**src/u8be_pkg.sv**
```systemverilog
// Shared types and codes for the UART bit engine.
// Request and response structs, command and status codes; no dependencies.
`timescale 1ns / 1ps
`default_nettype none

package u8be_pkg;

  typedef enum logic [1:0] {
    CMD_TICK     = 2'd0,
    CMD_START_TX = 2'd1,
    CMD_START_RX = 2'd2,
    CMD_NONE     = 2'd3
  } cmd_e;

  typedef enum logic [1:0] {
    RX_ST_NONE      = 2'd0,
    RX_ST_ACCEPTED  = 2'd1,
    RX_ST_FALSE_ST  = 2'd2,
    RX_ST_BAD_STOP  = 2'd3
  } rx_status_e;

  localparam logic [8:0] PERIOD_RESET = 9'd96;
  localparam logic [8:0] PERIOD_MAX   = 9'd256;

  typedef struct packed {
    logic [1:0] command;
    logic [7:0] tx_byte;
    logic       rxd_level;
  } in_req_t;

  typedef struct packed {
    logic       txd_level;
    logic       tx_done;
    logic       rx_done;
    logic [7:0] rx_byte;
    logic       busy_res;
    logic [1:0] rx_status;
  } out_rsp_t;

endpackage

`default_nettype wire

```
**src/uart_8n1_bit_engine.sv**
```systemverilog
// Top level of the half-duplex UART bit engine: request register, bit timer,
// frame state and response register. Depends on u8be_pkg.
`timescale 1ns / 1ps
`default_nettype none

// One request (timer tick or start command) is taken every clock cycle while
// the response side keeps up. Each request gives exactly one response, held
// first in the request register and then in the response register. The
// request register takes a new request in the same cycle as its current one
// moves on. A waiting response that is not taken holds the request register,
// so one more request is taken and the input then stalls until the response
// side is ready again.
// The bit period (cfg_wdata_i, ticks per bit, 0 treated as 1 and anything
// above 256 as 256) resets to 96 and is picked up at the next timer reload.
module uart_8n1_bit_engine #(
  parameter int DATA_BITS = 8
) (
  input  wire logic               clk_i,
  input  wire logic               rst_ni,
  input  wire logic               cfg_we_i,
  input  wire logic [8:0]         cfg_wdata_i,
  input  wire logic               in_valid_i,
  output      logic               in_ready_o,
  input  wire u8be_pkg::in_req_t  in_req_i,
  output      logic               out_valid_o,
  input  wire logic               out_ready_i,
  output      u8be_pkg::out_rsp_t out_rsp_o
);
  import u8be_pkg::*;

  localparam logic [3:0] LastIdx  = 4'(DATA_BITS);
  localparam logic [3:0] StopIdx  = 4'(DATA_BITS + 1);
  localparam logic [7:0] DataMask = 8'((1 << DATA_BITS) - 1);

  // configuration
  logic [8:0] period_q;

  // request and response stages
  logic       req_valid_q;
  in_req_t    req_q;
  logic       rsp_valid_q;
  out_rsp_t   rsp_q;
  logic       advance;

  // frame state
  logic       tx_mode_q, tx_mode_d;
  logic       running_q, running_d;
  logic [7:0] tick_q, tick_d;
  logic [3:0] idx_q, idx_d;
  logic [7:0] tx_shift_q, tx_shift_d;
  logic [7:0] rx_shift_q, rx_shift_d;
  logic       line_q, line_d;
  logic       tx_fin_q, tx_fin_d;
  logic       rx_fin_q, rx_fin_d;
  rx_status_e status;

  logic [7:0] reload_full;
  logic [7:0] reload_half;
  logic [3:0] idx_inc;

  assign advance     = req_valid_q && (!rsp_valid_q || out_ready_i);
  assign in_ready_o  = !req_valid_q || advance;
  assign out_valid_o = rsp_valid_q;
  assign out_rsp_o   = rsp_q;
  assign idx_inc     = idx_q + 4'd1;

  // reload values: period minus one, and half period minus one
  always_comb begin
    if (period_q == 9'd0) begin
      reload_full = 8'd0;
      reload_half = 8'd0;
    end else if (period_q >= PERIOD_MAX) begin
      reload_full = 8'd255;
      reload_half = 8'd127;
    end else begin
      reload_full = period_q[7:0] - 8'd1;
      reload_half = (period_q[7:1] == 7'd0) ? 8'd0 : {1'b0, period_q[7:1]} - 8'd1;
    end
  end

  always_comb begin
    tx_mode_d  = tx_mode_q;
    running_d  = running_q;
    tick_d     = tick_q;
    idx_d      = idx_q;
    tx_shift_d = tx_shift_q;
    rx_shift_d = rx_shift_q;
    line_d     = line_q;
    tx_fin_d   = tx_fin_q;
    rx_fin_d   = rx_fin_q;
    status     = RX_ST_NONE;
    case (cmd_e'(req_q.command))
      CMD_TICK: begin
        if (running_q) begin
          if (tick_q != 8'd0) begin
            tick_d = tick_q - 8'd1;
          end else begin
            tick_d = reload_full;
            if (tx_mode_q) begin
              idx_d = idx_inc;
              if (idx_inc <= LastIdx) begin
                line_d     = tx_shift_q[0];
                tx_shift_d = {1'b0, tx_shift_q[7:1]};
              end else if (idx_inc == StopIdx) begin
                line_d = 1'b1;
              end else begin
                idx_d     = 4'd0;
                running_d = 1'b0;
                tx_fin_d  = 1'b1;
              end
            end else if (idx_q == 4'd0) begin
              // check the start bit half a period in
              if (!req_q.rxd_level) begin
                rx_shift_d = 8'd0;
                idx_d      = 4'd1;
              end else begin
                running_d = 1'b0;
                status    = RX_ST_FALSE_ST;
              end
            end else if (idx_q <= LastIdx) begin
              rx_shift_d = {1'b0, rx_shift_q[7:1]};
              rx_shift_d[DATA_BITS-1] = req_q.rxd_level;
              rx_shift_d = rx_shift_d & DataMask;
              idx_d      = idx_inc;
            end else begin
              idx_d     = 4'd0;
              running_d = 1'b0;
              if (req_q.rxd_level) begin
                rx_fin_d = 1'b1;
                status   = RX_ST_ACCEPTED;
              end else begin
                status = RX_ST_BAD_STOP;
              end
            end
          end
        end
      end
      CMD_START_TX: begin
        tx_shift_d = req_q.tx_byte & DataMask;
        tick_d     = reload_full;
        running_d  = 1'b1;
        line_d     = 1'b0;
        tx_fin_d   = 1'b0;
        tx_mode_d  = 1'b1;
        idx_d      = 4'd0;
      end
      CMD_START_RX: begin
        tick_d    = reload_half;
        running_d = 1'b1;
        rx_fin_d  = 1'b0;
        tx_mode_d = 1'b0;
        idx_d     = 4'd0;
      end
      default: begin
        // drop the request, report state as it stands
      end
    endcase
  end

  always_ff @(posedge clk_i or negedge rst_ni) begin
    if (!rst_ni) begin
      period_q    <= PERIOD_RESET;
      req_valid_q <= 1'b0;
      rsp_valid_q <= 1'b0;
      tx_mode_q   <= 1'b0;
      running_q   <= 1'b0;
      tick_q      <= 8'd0;
      idx_q       <= 4'd0;
      tx_shift_q  <= 8'd0;
      rx_shift_q  <= 8'd0;
      line_q      <= 1'b1;
      tx_fin_q    <= 1'b0;
      rx_fin_q    <= 1'b0;
    end else begin
      if (cfg_we_i) begin
        period_q <= cfg_wdata_i;
      end
      if (in_ready_o) begin
        req_valid_q <= in_valid_i;
      end
      if (advance) begin
        rsp_valid_q <= 1'b1;
        tx_mode_q   <= tx_mode_d;
        running_q   <= running_d;
        tick_q      <= tick_d;
        idx_q       <= idx_d;
        tx_shift_q  <= tx_shift_d;
        rx_shift_q  <= rx_shift_d;
        line_q      <= line_d;
        tx_fin_q    <= tx_fin_d;
        rx_fin_q    <= rx_fin_d;
      end else if (out_ready_i) begin
        rsp_valid_q <= 1'b0;
      end
    end
  end

  // payload registers
  always_ff @(posedge clk_i) begin
    if (in_ready_o && in_valid_i) begin
      req_q <= in_req_i;
    end
    if (advance) begin
      rsp_q.txd_level <= line_d;
      rsp_q.tx_done   <= tx_fin_d;
      rsp_q.rx_done   <= rx_fin_d;
      rsp_q.rx_byte   <= rx_shift_d;
      rsp_q.busy_res  <= running_d;
      rsp_q.rx_status <= status;
    end
  end

  // a stalled request stays in the request register
  assert property (@(posedge clk_i) disable iff (!rst_ni)
    req_valid_q && !advance |=> req_valid_q)
    else $error("request lost while stalled");

  // bit index never passes the stop position
  assert property (@(posedge clk_i) disable iff (!rst_ni)
    idx_q <= StopIdx)
    else $error("bit index out of range");

  // any receive status ends the frame
  assert property (@(posedge clk_i) disable iff (!rst_ni)
    rsp_valid_q && (rsp_q.rx_status != RX_ST_NONE) |-> !rsp_q.busy_res)
    else $error("timer still running after receive status");

  // an accepted byte always raises the sticky flag
  assert property (@(posedge clk_i) disable iff (!rst_ni)
    rsp_valid_q && (rsp_q.rx_status == RX_ST_ACCEPTED) |-> rsp_q.rx_done)
    else $error("byte accepted without rx_done");

  // a finished transmit leaves the line idle high
  assert property (@(posedge clk_i) disable iff (!rst_ni)
    tx_mode_q && tx_fin_q |-> line_q)
    else $error("line low after transmit finished");

endmodule

`default_nettype wire

```
**config.mk**
```make
export PLATFORM = sky130hd
export DESIGN_NAME = uart_8n1_bit_engine
export DESIGN_NICKNAME = d
export VERILOG_FILES = /design/src/u8be_pkg.sv /design/src/uart_8n1_bit_engine.sv
export SDC_FILE = /design/constraint.sdc
export NUM_CORES = 1
export LEC_CHECK = 0
export BUFFER_PORTS_ARGS = -buffer_cell sky130_fd_sc_hd__clkbuf_2
export CORE_MARGIN = 4
export CORE_UTILIZATION = 40
export DETAILED_ROUTE_END_ITERATION = 16
export HOLD_SLACK_MARGIN = 0.15
export SYNTH_ARGS = -nofsm -noshare
export SYNTH_HDL_FRONTEND = slang
export SYNTH_SLANG_ARGS = --single-unit
```
**constraint.sdc**
```tcl
create_clock -name clk_i -period 2.5 [get_ports clk_i]
set_input_delay 0.375 -clock clk_i [delete_from_list [all_inputs] [get_ports clk_i]]
set_output_delay 0.375 -clock clk_i [all_outputs]
set_load 0.01 [all_outputs]
```
Word level (Yosys, flattened, before mapping)
Cells that the tools add are included.
Widths: inputs -> output; s select.

storage, ports and cells
  flip-flop bits (word level) = 69
  input bits = 25
  output and inout port bits = 16
  logic and storage cells = 124

operators by class
  $add $sub $neg = 4
  order comparisons = 3
  eq/ne operators = 8
  muxes and demuxes = 64
  bitwise gates (word level) = 2
  reductions and logical operators = 22

operators by type and width
  kind                 number
  $mux 8               18
  $mux 4               8
  $mux 1               26
  $pmux 8 s3           1
  $pmux 8 s2           1
  $sub 8x1->8 const B  2
  $pmux 1 s2           5
  $ge 9x9->1 const B   1
  $logic_not 9->1      1
  $le 4x4->1 const B   2
  $mux 2               4
  $ne 2x2->1 const B   4
  $pmux 4 s2           1
  $reduce_bool 2->1    4
  $reduce_bool 8->1    1
  $sub 7x1->8 const B  1
  $logic_not 7->1      1
  $reduce_and 6->1     1
  $reduce_and 5->1     1
  $add 4x1->4 const B  1
  $eq 4x4->1 const B   1
  $logic_not 4->1      1
  $ne 4x4->1 const B   1
  $reduce_or 4->1      1
  11 further kinds     15

Logic depth before layout (Yosys ltp)
  depth after elaboration = 8
  mapped depth = 11
  gate-level depth less buffers = 7

Worst setup path after synthesis
No wires, ideal clock.

  kind = register to register
  from = reg tick_q[0]
  to = reg rsp_q (netlist bit out_rsp_o[8]) (data pin)
  library setup time = 0.261 ns
  arrival time = 2.304 ns
  data required time = 2.239 ns
  setup slack = -0.065 ns
  cell stages (with the launch flop) = 9
  path buffers = 3
  period minus slack after synthesis = 2.565 ns
  cells stage by stage = dfrtp_1 inv_1 ha_1 or4b_1 buf_2 or4_1 buf_2 buf_2 a221o_1

on the way
  cells in the longest elaborated chain, start to end = 4

RTL lines
  element                 RTL line                    RTL
  from (decl)             uart_8n1_bit_engine.sv:48   logic [7:0] tick_q, tick_d;
  from (signal assigned)  uart_8n1_bit_engine.sv:185  tick_q <= tick_d;
  $reduce_bool 8->1       uart_8n1_bit_engine.sv:95   if (tick_q != 8'd0) begin
  $mux 8                  uart_8n1_bit_engine.sv:95
  $mux 8                  uart_8n1_bit_engine.sv:94   if (running_q) begin
  $mux 8                  uart_8n1_bit_engine.sv:92   case (cmd_e'(req_q.command))
  via rx_shift_d[5]       uart_8n1_bit_engine.sv:51   logic [7:0] rx_shift_q, rx_shift_d;
  to (decl)               uart_8n1_bit_engine.sv:42   out_rsp_t rsp_q;

The timed path passes the listed nets, and every way through them passes these cells.
A chain may end at the register's enable or synchronous reset.

Worst setup path after layout
  from = reg tick_q[1]
  to = reg rx_shift_q[5]

on the way
  cells in the longest elaborated chain, start to end = 4

RTL lines
  element               RTL line                    RTL
  $reduce_bool 8->1     uart_8n1_bit_engine.sv:95
  $mux 8                uart_8n1_bit_engine.sv:95
  $mux 8                uart_8n1_bit_engine.sv:94
  $mux 8                uart_8n1_bit_engine.sv:92
  to (signal assigned)  uart_8n1_bit_engine.sv:188  rx_shift_q <= rx_shift_d;
  to (decl)             uart_8n1_bit_engine.sv:51

No other way between the ends.

==> results by group <==
Run status
  – Result of the run: complete, no violations

Detailed routing
  – First drt pass iteration count: 5
  – DRC: 0
  – Sum of routed wire length over all layers: approximately 10 mm
  – Vias after detailed routing: 3703
  – Avg Vias per Cell: 5.81
  – 1st-iter DRT viols: 301
  – Average wire per cell in the routed design: ~16 um
  – DRT antenna net count: 0

Yosys
  – Sequential fraction of the synthesis area: 0.427
  – Count of state elements after synthesis: 69
  – Yosys warns: 0
  – Mapped Nets: approximately 500
  – Post-synthesis cell count: 456
  – Commonest register cell after synthesis: dfrtp_1
  – Library cells used by synthesis: 65
  – Avg Cell Area, Syn: 9.52 sq um
  – Fraction of registers with async set or reset after synthesis: 0.638
  – Cell area after technology mapping: roughly 4300 sq um
  – Post-synth EDFFs: 25

Power
  – Final Power: 4.24 mW
  – Power per Cell Area: 843 nW/um^2
  – Max VDD drop: approximately 0.35 mV
  – Leakage power figure: ~2.0 nW

Setup path
  – Data arrival time of the critical path: 2680 ps
  – Worst-path maximum fanout: 12
  – Crit Reg-Reg Startpoint: tick_q[1]
  – FF-to-FF setup slack: ~70 ps
  – Endpoint of the worst-slack reg-to-reg timing path: rx_shift_q[5]
  – End point of the critical path: rx_shift_q[5]
  – Start point of the critical path: tick_q[1]
  – Element type at the critical path start: flop
  – Worst Path Class, Setup: flop to flop
  – Data required, critical path: between 2000 and 3000 ps
  – Number of cell instances on the worst register-to-register path: 7
  – Type of destination of the critical path: flop

Clock tree
  – Latest clock arrival within the worst-skew pair: 360 ps
  – Clock-pin slew of the registers on the worst-case setup and hold paths: about 80 ps
  – Count of H-tree levels built during CTS: 3
  – Number of clock buffers inserted by TritonCTS: 9
  – CTS tree: done
  – Max Buffers Root-to-Sink: 2
  – Sinks on Clock Net: 69
  – Clock Tree Root: clkbuf_8

Final layout
  – Area growth from synthesis to final layout: 15.8%
  – Number of diodes: 0
  – Finished layout cell area: roughly 5000 sq um
  – Net total in the final layout: ~530
  – Fillers: 1034
  – Fraction of final layout cells with drive strength greater than 1: 0.257

Floorplan
  – Boundary pin count: 41
  – Row count: 37
  – Core area: roughly 10000 sq um
  – Die Wd: about 110 um
  – Die area: about 13000 sq um
  – Effective utilization at floorplan: 0.415
  – Die H: around 110 um

Global routing
  – Maximum number of pins on one net before global-route repair: 34
  – First-pass GRT wire length: 17.5 mm
  – Total track usage: 0.168
  – Number of global-route vias before repair: about 3500
  – Total gr overflow: 0
  – Initial antenna violation count: 0

Flow run
  – Max Cap Violations: 0

Placed design
  – Routability Congestion: about 0.9
  – Detailed Place HPWL: roughly 7.5 mm
  – Placed cell area: approximately 4800 sq um
  – Worst slack after detailed placement: roughly 44 ps
  – IO buf count: 40

STA
  – Clock Skews: 13.7 ps
  – Minimum clock period: about 2400 ps
  – Slew of the pin with the lowest slew margin: about 700 ps
  – Unrepaired setup endpoints after global routing: no
  – Headroom to the max-slew limit: 0.532
  – Final-layout worst hold slack: between 150 and 200 ps
  – Worst Slack Setup Final: 69.4 ps
  – Total Neg Setup Slack: 0 ps
  – Endpoints failing setup: 0
  – Number of max-slew violations in the final report: 0
  – F_max: about 410 MHz
  – Tcrit/Tclk final: 0.972
  – Number of endpoints with negative hold slack in the final report: 0

Worst hold path
  – Hold Path Class: primary input to flop
-- report_power, final --
part	internal, mW	switching [mW]
combinational	0.722	0.957
clock	0.490	0.463
sequential	1.39	0.216
total	2.60	1.64
-- flip-flops by register name (all words and copies together) (netlist names) --
signal / count
req_q: 11
rx_shift_q: 8
out_valid_o: 1
tx_fin_q: 1
rx_fin_q: 1
period_q: 9
req_valid_q: 1
running_q: 1
tick_q: 8
tx_shift_q: 8
line_q: 1
idx_q: 4
tx_mode_q: 1
out_rsp_o: 14
-- cells in the final DEF (no fill, tap or decap), types with 9 or more instances in the layout --
cell,synthesis,final
nor2_1,23,23
o21ai_0,20,20
dfrtp_1,41,41
nand2b_1,14,14
clkbuf_8,0,10
nand3_1,14,14
buf_4,0,29
ha_1,11,10
a22o_1,9,9
edfxtp_1,25,25
mux2_2,20,19
a21oi_1,16,16
nand2_1,49,49
clkbuf_2,0,40
inv_1,20,19
-- cell families after synthesis --
family / synth area share
AO/OA/AOI/OAI: 0.232
XOR/XNOR: 0.0141
adder cells (fa/ha/maj): 0.0317
buffers and inverters: 0.0591
flip-flops: 0.427
multiplexers: 0.0611
AND/OR/NAND/NOR: 0.175
-- how the worst min path moves through the flow --
stage,start,end,slack (ps),cells after the start
after floorplan,rst_ni,idx_q[0],80,0
after global placement,rst_ni,period_q[3],460,1
after detailed placement,rst_ni,period_q[3],470,1
after CTS,in_req_i[3],req_q[3],180,1
after global routing,in_req_i[0],req_q[0],170,1
final,in_req_i[3],req_q[3],190,1
-- routing by layer --
metal  up-vias  GRT usage  share of wire
li1       1782          -              -
met1      1792      0.226           0.46
met2       119      0.272           0.48
met3        10     0.0377          0.053
met4         0     0.0497          0.010
met5         -          0              0
-- per-stage QoR --
step / util / std cells
floorplan: - / 456
global placement: 0.455 / 615
detailed placement: 0.455 / 615
CTS: 0.475 / 632
global route: 0.481 / 637
finish: 0.481 / 637
-- area by class of cell --
type                    count  area [sq um]  area share
well taps                 136           170      0.0338
clock buffers              11           141      0.0281
multi-input cells         322          2260       0.450
clock inverters             5          58.8      0.0117
inverters                  22          82.6      0.0164
repair buffers             72           459      0.0913
flip-flops and latches     69          1860       0.369
-- critical path, cell delays in order, from the launching register on --
cell      delay [ps]
dfrtp_1          410
inv_1             70
ha_2             170
or4b_4           490
or4_4            530
nand2b_4         240
a22o_1           260
a21o_1           160
-- Yosys cell counts (all sizes together) (7+ instances only) --
cell,n,area share
a22o,9,0.018
clkbuf,31,0.027
a21oi,16,0.018
ha,11,0.032
nor3,8,0.012
a211oi,7,0.012
nand2,49,0.042
nand3,14,0.016
nand2b,15,0.023
a221o,7,0.016
edfxtp,25,0.17
mux2,20,0.052
a221oi,9,0.025
dfrtp,41,0.24
o31ai,8,0.014
a32oi,7,0.014
nor2,23,0.020
buf,12,0.013
inv,21,0.018
o21ai,21,0.024
-- repair_timing --
action,CTS,global route
endpoints found under the hold margin,22,0
setup endpoints to repair,0,22
resized for setup,0,6
buffers inserted,0,5
hold buffers,1,0
No activity file was read; power rests on OpenSTA's default activity.
